## src/uemr_pkg.sv

```systemverilog
package uemr_pkg;

    localparam int MEDIAN_SIZE = 5;
    localparam int HIST_DEPTH  = MEDIAN_SIZE - 1;
    localparam int MID_IDX     = MEDIAN_SIZE / 2;
    localparam int POS_W       = $clog2(HIST_DEPTH);
    localparam int PULSE_W     = 16;
    localparam int DIST_W      = 20;
    localparam int NUM_W       = 22;
    localparam int REM_W       = PULSE_W + 1;
    localparam int CNT_W       = $clog2(NUM_W);

    localparam logic [DIST_W-1:0] DIST_MAX = {DIST_W{1'b1}};

    typedef struct packed {
        logic        req_type;
        logic        echo_level;
        logic [31:0] timer_count;
    } in_t;

    typedef struct packed {
        logic [DIST_W-1:0] dist_cm;
        logic              trigger_request;
        logic              echo_led;
        logic              forced_update;
        logic              sample_rejected;
    } out_t;

    typedef struct packed {
        logic [15:0] ticks_per_ms;
        logic [15:0] pulse_limit;
        logic [7:0]  watchdog_limit;
    } cfg_t;

    typedef enum logic [2:0] {
        ST_IDLE,
        ST_SORT,
        ST_MED,
        ST_DIV,
        ST_DONE
    } state_t;

    typedef struct packed {
        logic accept;
        logic sort_step;
        logic sort_par;
        logic med_load;
        logic div_step;
        logic out_load;
    } cmd_t;

endpackage

```

## src/uemr_ctrl.sv

```systemverilog
module uemr_ctrl (
    input  logic              aclk,
    input  logic              aresetn,
    input  logic              s_valid,
    output logic              s_ready,
    output logic              m_valid,
    input  logic              m_ready,
    output uemr_pkg::cmd_t    cmd
);

    uemr_pkg::state_t             state_reg, state_next;
    logic [uemr_pkg::CNT_W-1:0]   cnt_reg, cnt_next;
    logic                         m_valid_reg, m_valid_next;

    always_ff @(posedge aclk) begin
        if (!aresetn) begin
            state_reg   <= uemr_pkg::ST_IDLE;
            cnt_reg     <= '0;
            m_valid_reg <= 1'b0;
        end else begin
            state_reg   <= state_next;
            cnt_reg     <= cnt_next;
            m_valid_reg <= m_valid_next;
        end
    end

    always_comb begin
        state_next   = state_reg;
        cnt_next     = cnt_reg;
        m_valid_next = m_valid_reg && !m_ready;
        cmd          = '0;
        cmd.sort_par = cnt_reg[0];
        unique case (state_reg)
            uemr_pkg::ST_IDLE: begin
                if (s_valid) begin
                    cmd.accept = 1'b1;
                    cnt_next   = '0;
                    state_next = uemr_pkg::ST_SORT;
                end
            end
            uemr_pkg::ST_SORT: begin
                cmd.sort_step = 1'b1;
                cnt_next      = cnt_reg + 1'b1;
                if (cnt_reg == uemr_pkg::CNT_W'(uemr_pkg::MEDIAN_SIZE - 1)) begin
                    state_next = uemr_pkg::ST_MED;
                end
            end
            uemr_pkg::ST_MED: begin
                cmd.med_load = 1'b1;
                cnt_next     = '0;
                state_next   = uemr_pkg::ST_DIV;
            end
            uemr_pkg::ST_DIV: begin
                cmd.div_step = 1'b1;
                cnt_next     = cnt_reg + 1'b1;
                if (cnt_reg == uemr_pkg::CNT_W'(uemr_pkg::NUM_W - 1)) begin
                    state_next = uemr_pkg::ST_DONE;
                end
            end
            uemr_pkg::ST_DONE: begin
                if (!m_valid_reg || m_ready) begin
                    cmd.out_load = 1'b1;
                    m_valid_next = 1'b1;
                    state_next   = uemr_pkg::ST_IDLE;
                end
            end
            default: begin
                state_next = uemr_pkg::ST_IDLE;
            end
        endcase
    end

    assign s_ready = (state_reg == uemr_pkg::ST_IDLE);
    assign m_valid = m_valid_reg;

    a_accept_to_sort: assert property (@(posedge aclk) disable iff (!aresetn)
        cmd.accept |=> state_reg == uemr_pkg::ST_SORT)
        else $error("accepted beat did not start the sort");

    a_div_len: assert property (@(posedge aclk) disable iff (!aresetn)
        (state_reg == uemr_pkg::ST_DIV && cnt_reg == uemr_pkg::CNT_W'(uemr_pkg::NUM_W - 1))
        |=> state_reg == uemr_pkg::ST_DONE)
        else $error("divider ran past its last step");

    a_no_overwrite: assert property (@(posedge aclk) disable iff (!aresetn)
        cmd.out_load |-> (!m_valid_reg || m_ready))
        else $error("result register overwritten while holding a beat");

    a_load_valid: assert property (@(posedge aclk) disable iff (!aresetn)
        cmd.out_load |=> m_valid_reg)
        else $error("loaded result not presented");

endmodule

```

## src/uemr_dp.sv

```systemverilog
module uemr_dp (
    input  logic              aclk,
    input  logic              aresetn,
    input  uemr_pkg::cmd_t    cmd,
    input  uemr_pkg::in_t     in_data,
    input  uemr_pkg::cfg_t    cfg,
    output uemr_pkg::out_t    out_data
);

    logic [31:0]                    echo_start_reg, echo_start_next;
    logic [uemr_pkg::PULSE_W-1:0]   last_pulse_reg, last_pulse_next;
    logic [uemr_pkg::PULSE_W-1:0]   hist_reg [uemr_pkg::HIST_DEPTH];
    logic [uemr_pkg::POS_W-1:0]     pos_reg, pos_next;
    logic [uemr_pkg::PULSE_W-1:0]   median_reg;
    logic                           echo_seen_reg, echo_seen_next;
    logic [7:0]                     idle_reg, idle_next;
    logic                           led_reg, led_next;

    logic                           upd_reg, forced_reg, rej_reg;
    logic                           upd, forced, rej;

    logic [uemr_pkg::PULSE_W-1:0]   sort_reg  [uemr_pkg::MEDIAN_SIZE];
    logic [uemr_pkg::PULSE_W-1:0]   sort_next [uemr_pkg::MEDIAN_SIZE];

    logic [uemr_pkg::NUM_W-1:0]     num_reg, quo_reg, num_init;
    logic [uemr_pkg::REM_W-1:0]     rem_reg, dvs;
    logic [uemr_pkg::REM_W:0]       trial, diff;
    logic [uemr_pkg::PULSE_W-1:0]   med_sel, dvd;
    logic [31:0]                    width;
    uemr_pkg::out_t                 out_reg;

    // item decode
    always_comb begin
        width           = in_data.timer_count - echo_start_reg;
        echo_start_next = echo_start_reg;
        last_pulse_next = last_pulse_reg;
        echo_seen_next  = echo_seen_reg;
        idle_next       = idle_reg;
        led_next        = led_reg;
        upd             = 1'b0;
        forced          = 1'b0;
        rej             = 1'b0;
        if (!in_data.req_type) begin
            if (in_data.echo_level) begin
                echo_start_next = in_data.timer_count;
                led_next        = 1'b1;
            end else begin
                led_next = 1'b0;
                upd      = 1'b1;
                if (width < {16'd0, cfg.pulse_limit}) begin
                    last_pulse_next = width[uemr_pkg::PULSE_W-1:0];
                end else begin
                    rej = 1'b1;
                end
            end
        end else begin
            priority if (echo_seen_reg) begin
                echo_seen_next = 1'b0;
                idle_next      = '0;
            end else if (idle_reg == cfg.watchdog_limit) begin
                idle_next = '0;
                upd       = 1'b1;
                forced    = 1'b1;
            end else begin
                idle_next = idle_reg + 8'd1;
            end
        end
        if (upd) begin
            echo_seen_next = 1'b1;
        end
        pos_next = (pos_reg == uemr_pkg::POS_W'(uemr_pkg::HIST_DEPTH - 1)) ? '0
                                                                          : pos_reg + 1'b1;
    end

    // one odd-even transposition pass
    always_comb begin
        for (int k = 0; k < uemr_pkg::MEDIAN_SIZE; k++) begin
            sort_next[k] = sort_reg[k];
        end
        for (int k = 0; k < uemr_pkg::MEDIAN_SIZE - 1; k++) begin
            if (((k % 2) == 1) == cmd.sort_par && sort_reg[k] > sort_reg[k+1]) begin
                sort_next[k]   = sort_reg[k+1];
                sort_next[k+1] = sort_reg[k];
            end
        end
    end

    // distance = (34*m + d) / (2*d), restoring division
    always_comb begin
        med_sel  = upd_reg ? sort_reg[uemr_pkg::MID_IDX] : median_reg;
        dvd      = (cfg.ticks_per_ms == 16'd0) ? 16'd1 : cfg.ticks_per_ms;
        dvs      = {dvd, 1'b0};
        num_init = {1'b0, med_sel, 5'b0} + {5'b0, med_sel, 1'b0} + {6'b0, dvd};
        trial    = {rem_reg, num_reg[uemr_pkg::NUM_W-1]};
        diff     = trial - {1'b0, dvs};
    end

    always_ff @(posedge aclk) begin
        if (!aresetn) begin
            echo_start_reg <= '0;
            last_pulse_reg <= '0;
            pos_reg        <= '0;
            median_reg     <= '0;
            echo_seen_reg  <= 1'b0;
            idle_reg       <= '0;
            led_reg        <= 1'b0;
            for (int i = 0; i < uemr_pkg::HIST_DEPTH; i++) begin
                hist_reg[i] <= '0;
            end
        end else begin
            if (cmd.accept) begin
                echo_start_reg <= echo_start_next;
                last_pulse_reg <= last_pulse_next;
                echo_seen_reg  <= echo_seen_next;
                idle_reg       <= idle_next;
                led_reg        <= led_next;
                if (upd) begin
                    hist_reg[pos_reg] <= last_pulse_next;
                    pos_reg           <= pos_next;
                end
            end
            if (cmd.med_load) begin
                median_reg <= med_sel;
            end
        end
    end

    always_ff @(posedge aclk) begin
        if (cmd.accept) begin
            upd_reg    <= upd;
            forced_reg <= forced;
            rej_reg    <= rej;
            for (int i = 0; i < uemr_pkg::HIST_DEPTH; i++) begin
                sort_reg[i] <= hist_reg[i];
            end
            sort_reg[uemr_pkg::HIST_DEPTH] <= last_pulse_next;
        end else if (cmd.sort_step) begin
            for (int i = 0; i < uemr_pkg::MEDIAN_SIZE; i++) begin
                sort_reg[i] <= sort_next[i];
            end
        end
        if (cmd.med_load) begin
            num_reg <= num_init;
            rem_reg <= '0;
            quo_reg <= '0;
        end else if (cmd.div_step) begin
            num_reg <= {num_reg[uemr_pkg::NUM_W-2:0], 1'b0};
            if (!diff[uemr_pkg::REM_W]) begin
                rem_reg <= diff[uemr_pkg::REM_W-1:0];
                quo_reg <= {quo_reg[uemr_pkg::NUM_W-2:0], 1'b1};
            end else begin
                rem_reg <= trial[uemr_pkg::REM_W-1:0];
                quo_reg <= {quo_reg[uemr_pkg::NUM_W-2:0], 1'b0};
            end
        end
        if (cmd.out_load) begin
            out_reg.dist_cm         <= (quo_reg > uemr_pkg::NUM_W'(uemr_pkg::DIST_MAX))
                                       ? uemr_pkg::DIST_MAX
                                       : quo_reg[uemr_pkg::DIST_W-1:0];
            out_reg.trigger_request <= upd_reg;
            out_reg.echo_led        <= led_reg;
            out_reg.forced_update   <= forced_reg;
            out_reg.sample_rejected <= rej_reg;
        end
    end

    assign out_data = out_reg;

    a_pos_range: assert property (@(posedge aclk) disable iff (!aresetn)
        pos_reg <= uemr_pkg::POS_W'(uemr_pkg::HIST_DEPTH - 1))
        else $error("history write index out of range");

endmodule

```

## src/ultrasonic_echo_median_ranger.sv

```systemverilog
// Echo ranger: each input beat (echo edge or watchdog tick) yields exactly one result beat.
// A falling edge or a watchdog timeout refreshes the median of the last MEDIAN_SIZE pulse
// widths; every result carries round(17*median/ticks_per_ms) in cm, saturated to 20 bits.
// An item runs one odd-even sort pass per cycle over the sample window, then a 22-step
// serial divider for the distance; the next beat is accepted once the result has moved
// into the output register.
// Registers: 0x0 ticks_per_ms, 0x4 pulse_limit, 0x8 watchdog_limit.
module ultrasonic_echo_median_ranger (
    input  logic              aclk,
    input  logic              aresetn,
    input  logic              s_valid,
    output logic              s_ready,
    input  uemr_pkg::in_t     s_data,
    output logic              m_valid,
    input  logic              m_ready,
    output uemr_pkg::out_t    m_data,
    input  logic              psel,
    input  logic              penable,
    input  logic              pwrite,
    input  logic [3:0]        paddr,
    input  logic [31:0]       pwdata,
    output logic [31:0]       prdata,
    output logic              pready
);

    localparam logic [1:0] REG_TICKS_PER_MS   = 2'd0;
    localparam logic [1:0] REG_PULSE_LIMIT    = 2'd1;
    localparam logic [1:0] REG_WATCHDOG_LIMIT = 2'd2;

    uemr_pkg::cfg_t cfg_reg;
    uemr_pkg::cmd_t cmd;
    logic           wr_en;

    assign pready = 1'b1;
    assign wr_en  = psel && penable && pwrite;

    always_ff @(posedge aclk) begin
        if (!aresetn) begin
            cfg_reg.ticks_per_ms   <= 16'd1000;
            cfg_reg.pulse_limit    <= 16'd32767;
            cfg_reg.watchdog_limit <= 8'd9;
        end else if (wr_en) begin
            unique case (paddr[3:2])
                REG_TICKS_PER_MS:   cfg_reg.ticks_per_ms   <= pwdata[15:0];
                REG_PULSE_LIMIT:    cfg_reg.pulse_limit    <= pwdata[15:0];
                REG_WATCHDOG_LIMIT: cfg_reg.watchdog_limit <= pwdata[7:0];
                default: begin
                end
            endcase
        end
    end

    always_comb begin
        unique case (paddr[3:2])
            REG_TICKS_PER_MS:   prdata = {16'd0, cfg_reg.ticks_per_ms};
            REG_PULSE_LIMIT:    prdata = {16'd0, cfg_reg.pulse_limit};
            REG_WATCHDOG_LIMIT: prdata = {24'd0, cfg_reg.watchdog_limit};
            default:            prdata = '0;
        endcase
    end

    uemr_ctrl u_ctrl (
        .aclk    (aclk),
        .aresetn (aresetn),
        .s_valid (s_valid),
        .s_ready (s_ready),
        .m_valid (m_valid),
        .m_ready (m_ready),
        .cmd     (cmd)
    );

    uemr_dp u_dp (
        .aclk     (aclk),
        .aresetn  (aresetn),
        .cmd      (cmd),
        .in_data  (s_data),
        .cfg      (cfg_reg),
        .out_data (m_data)
    );

endmodule

```

## config.mk

```make
export PLATFORM = sky130hd
export DESIGN_NAME = ultrasonic_echo_median_ranger
export DESIGN_NICKNAME = d
export VERILOG_FILES = /design/src/uemr_pkg.sv /design/src/uemr_ctrl.sv /design/src/uemr_dp.sv /design/src/ultrasonic_echo_median_ranger.sv
export SDC_FILE = /design/constraint.sdc
export NUM_CORES = 1
export LEC_CHECK = 0
export ABC_CLOCK_PERIOD_IN_PS = 11550
export BUFFER_PORTS_ARGS = -buffer_cell sky130_fd_sc_hd__buf_2
export CORE_MARGIN = 2
export CORE_UTILIZATION = 50
export DETAILED_ROUTE_END_ITERATION = 8
export GPL_ROUTABILITY_DRIVEN = 0
export PLACE_DENSITY_LB_ADDON = 0.3
export SLEW_MARGIN = 20
export SYNTH_ARGS = -nofsm -noshare
export SYNTH_HDL_FRONTEND = slang
export SYNTH_HIERARCHICAL = 1
export SYNTH_SLANG_ARGS = --single-unit
```

## constraint.sdc

```tcl
create_clock -name aclk -period 11.55 [get_ports aclk]
set_input_delay 1.7325 -clock aclk [delete_from_list [all_inputs] [get_ports aclk]]
set_output_delay 1.7325 -clock aclk [all_outputs]
set_load 0.05 [all_outputs]
```

==> reports/metrics.yaml <==
clock_network:
  hold_buffers: 0
  cts.htree.levels: 2
  cts_tree: "done"
  cts-buffers-inserted: 39
  cts_root_buffer: "clkbuf_16"
  cts.clk_slew.worst_paths_ns: 0.06
  cts_setup_buffers: 0
  cts_resized: 0
  clock_path_buffers: 3
  clock_latency_ns: 0.57
  cts_sinks: 357
synth:
  ys_async_sr_fraction: 0
  yosysTopAreaCell: "edfxtp_1"
  synth_area_sq_um: 21060
  yosysUniqueCellTypes: 84
  synth_top_flop_cell: "edfxtp_1"
  synthCells: 2240
  ys_ff_latch: 357
  syn_area_per_cell_sq_um: 9.401
  yosys-top-cells-count: "nand2_1, nor2_1, edfxtp_1"
  synth_area_leaders: "edfxtp_1, dfxtp_1, ha_1, mux2i_1, nand2_1"
  yosysMostFrequentCell: "nand2_1"
  synth_top_area_frac: 0.2752
  ys_seq_area_frac: 0.4311
  synth-edff-count: 193
  yosys_warnings: 6
setup_path:
  critPathSlowestCell: "mux2i_1"
  crit_required_ns: 11.84
  crit_path_max_incr_delay_ns: 0.60
  r2r_slack_ns: 5.77
  path_max_fanout: 19
  worstSetupStartpointType: "input pin"
  arrival_ns: 7.07
  crit_chain: "buf_2 -> inv_1 -> ha_1 -> inv_1 -> fa_1 -> a211oi_1 -> o21ai_0 -> xor2_1 -> ha_1 -> and4_1 -> a211o_1 -> a2111o_1 -> a21oi_1 -> o2111ai_1 -> or4b_1 -> nor4_2 -> buf_4 -> mux2i_1 -> o21ai_0"
  critPathKind: "input pin to flop"
  r2r_cells: 17
  crit_path_end_kind: "flop"
  regToRegStartpoint: "u_dp/echo_start_reg[0]$_SDFFE_PN0P_"
  r2r_end: "u_dp/sort_reg[0][65]$_DFFE_PP_"
final_layout:
  n_fill_cell: 3661
  syn_to_final_growth_pct: 9.239
  largest_reg_flops: 80
  multiInputGateArea_sq_um: 10850
  seqCellArea_sq_um: 9079
  diodes: 0
  layout.nets: 2524
  drive_gt1_frac: 0.1051
detailed_routing:
  drc: 0
  ant_nets: 0
  via_per_inst: 5.710
  vias: 16270
  first_pass_iters: 5
  wl_per_cell_um: 17.70
  drtIter0Drc: 1135
  wirelength_um: 50440
sta:
  fin_crit_sh: 0.5873
  fmax_ghz: 0.1474
  finalWorstSetupSlack_ns: 4.766
  tightestPinTransition_ns: 1.060
  post-route-min-period_ns: 6.784
  hold_violations: 0
  final_max_slew_viol_count: 0
  fin_skew_ns: 0.02121
  setup_viol: 0
  relSlewSlack: 0.2908
  rsz0062_at_grt: "no"
  tns_ns: 0
run_status:
  status: "complete, no violations"
global_routing:
  antenna_found_initial: 1
  grt_usage: 0.2313
  grt_pass1_vias: 15810
  grt_overflow: 0
  grt_start_max_net_pins: 91
  grt_pass1_wl_um: 81620
hold_path:
  hp-class: "flop to flop"
  hold_depth: 0
  holdPathEnd: "u_dp/out_data[0]$_DFFE_PP_"
  hold_start: "u_dp/rej_reg$_SDFFCE_PP0P_"
place:
  place_ws_ns: 4.262
  hpwl_um: 36960
  portBuffers: 100
floorplan:
  rows: 75
  die_area_sq_um: 43770
  top_level_ports: 136
  core_sq_um: 41760
  fp.dieW_um: 209.2
  start_util: 0.5043
  chipHeight_um: 209.2
pwr:
  max-vdd-ir-drop_uv: 101.3
  power.density_nw_per_um2: 136.3
  p_leak_nw: 9.525
job:
  cap_viol_max_count: 0
==> power breakdown <==
part	switching (W)	internal, W	total (W)	leakage [nW]
logic	0.000334	0.000203	0.000537	5.74
clock network	0.000521	0.000632	0.00115	0.562
registers	0.0000484	0.00140	0.00144	3.23
total	0.000903	0.00223	0.00313	9.53
==> layout by cell type (no fill, tap or decap), types with 14 or more instances in the layout <==
cell type,synthesis,final
a211oi_1,21,21
a21o_1,45,45
a21oi_1,113,113
a22oi_1,19,19
a31oi_1,22,22
buf_2,8,99
buf_4,26,20
clkbuf_16,0,39
conb_1,2,17
dfxtp_1,164,164
edfxtp_1,193,193
fa_1,14,14
ha_1,152,152
inv_1,157,157
mux2_2,31,31
mux2i_1,142,142
nand2_1,312,311
nand3_1,22,22
nand4_1,31,31
nor2_1,220,219
nor2b_1,55,54
nor3_1,26,25
o21a_1,24,24
o21ai_0,72,70
o221ai_1,21,21
or3_1,31,31
xnor2_1,36,36
xor2_1,22,22
==> cell families after synthesis <==
| group | share of synthesized area |
|---|---|
| AND/OR/NAND/NOR | 0.1644 |
| AO/OA/AOI/OAI | 0.1332 |
| flip-flops | 0.4311 |
| buffers and inverters | 0.05912 |
| multiplexers | 0.08408 |
| adder cells (fa/ha/maj) | 0.1036 |
| XOR/XNOR | 0.02412 |
| other | 0.0003566 |
==> layer usage <==
| layer | global-route usage | up-vias | wire length [um] |
|---|---|---|---|
| li1 | - | 7927 | - |
| met3 | 0.03291 | 107 | 2691 |
| met5 | 0 | - | 13 |
| met4 | 0.1067 | 2 | 2120 |
| met2 | 0.3810 | 447 | 23570 |
| met1 | 0.3026 | 7790 | 22040 |
==> layout make-up <==
cell class,instances,area share
Timing Repair Buffer,119,0.02807
Clock inverter,21,0.005494
Sequential cell,357,0.3947
Tap cell,539,0.02932
Inverter,159,0.02595
Multi-Input combinational cell,1605,0.4719
Clock buffer,50,0.04466
==> critical path, delay by kind of cell <==
kind | cells | cell delay [ns]
AOI/OAI and AO/OA | 7 | 1.85
and+or+nand+nor | 3 | 0.97
adders and majority gates | 3 | 0.91
muxes | 1 | 0.60
buffers and inverters | 4 | 0.59
xor gates and xnor gates | 1 | 0.40
==> stage by stage <==
stage	total power [W]	hold slack, ns	instance area (sq um)	util	std cells
4_1_cts	0.003157	0.4206	23000	0.5509	2850
3_3_place_gp	0.001985	0.4052	21850	0.5232	2779
2_1_floorplan	0.001856	0.4003	21110	-	2255
3_5_place_dp	0.002001	0.4045	21850	0.5232	2779
5_1_grt	0.003267	0.4251	23000	0.5509	2850
6_report	0.003135	0.4200	23000	0.5509	2850
==> worst max path at each step <==
stage                   start                        endpoint  cells past startpoint
global route        s_data[0]  u_dp/sort_reg[0][64]$_DFFE_PP_                     21
finish              s_data[0]  u_dp/sort_reg[0][65]$_DFFE_PP_                     19
CTS                 s_data[0]  u_dp/sort_reg[0][65]$_DFFE_PP_                     19
global placement    s_data[0]  u_dp/sort_reg[0][65]$_DFFE_PP_                     19
detailed placement  s_data[0]  u_dp/sort_reg[0][65]$_DFFE_PP_                     19
floorplan           s_data[2]  u_dp/sort_reg[0][79]$_DFFE_PP_                     21
No activity file was read; power rests on OpenSTA's default activity.
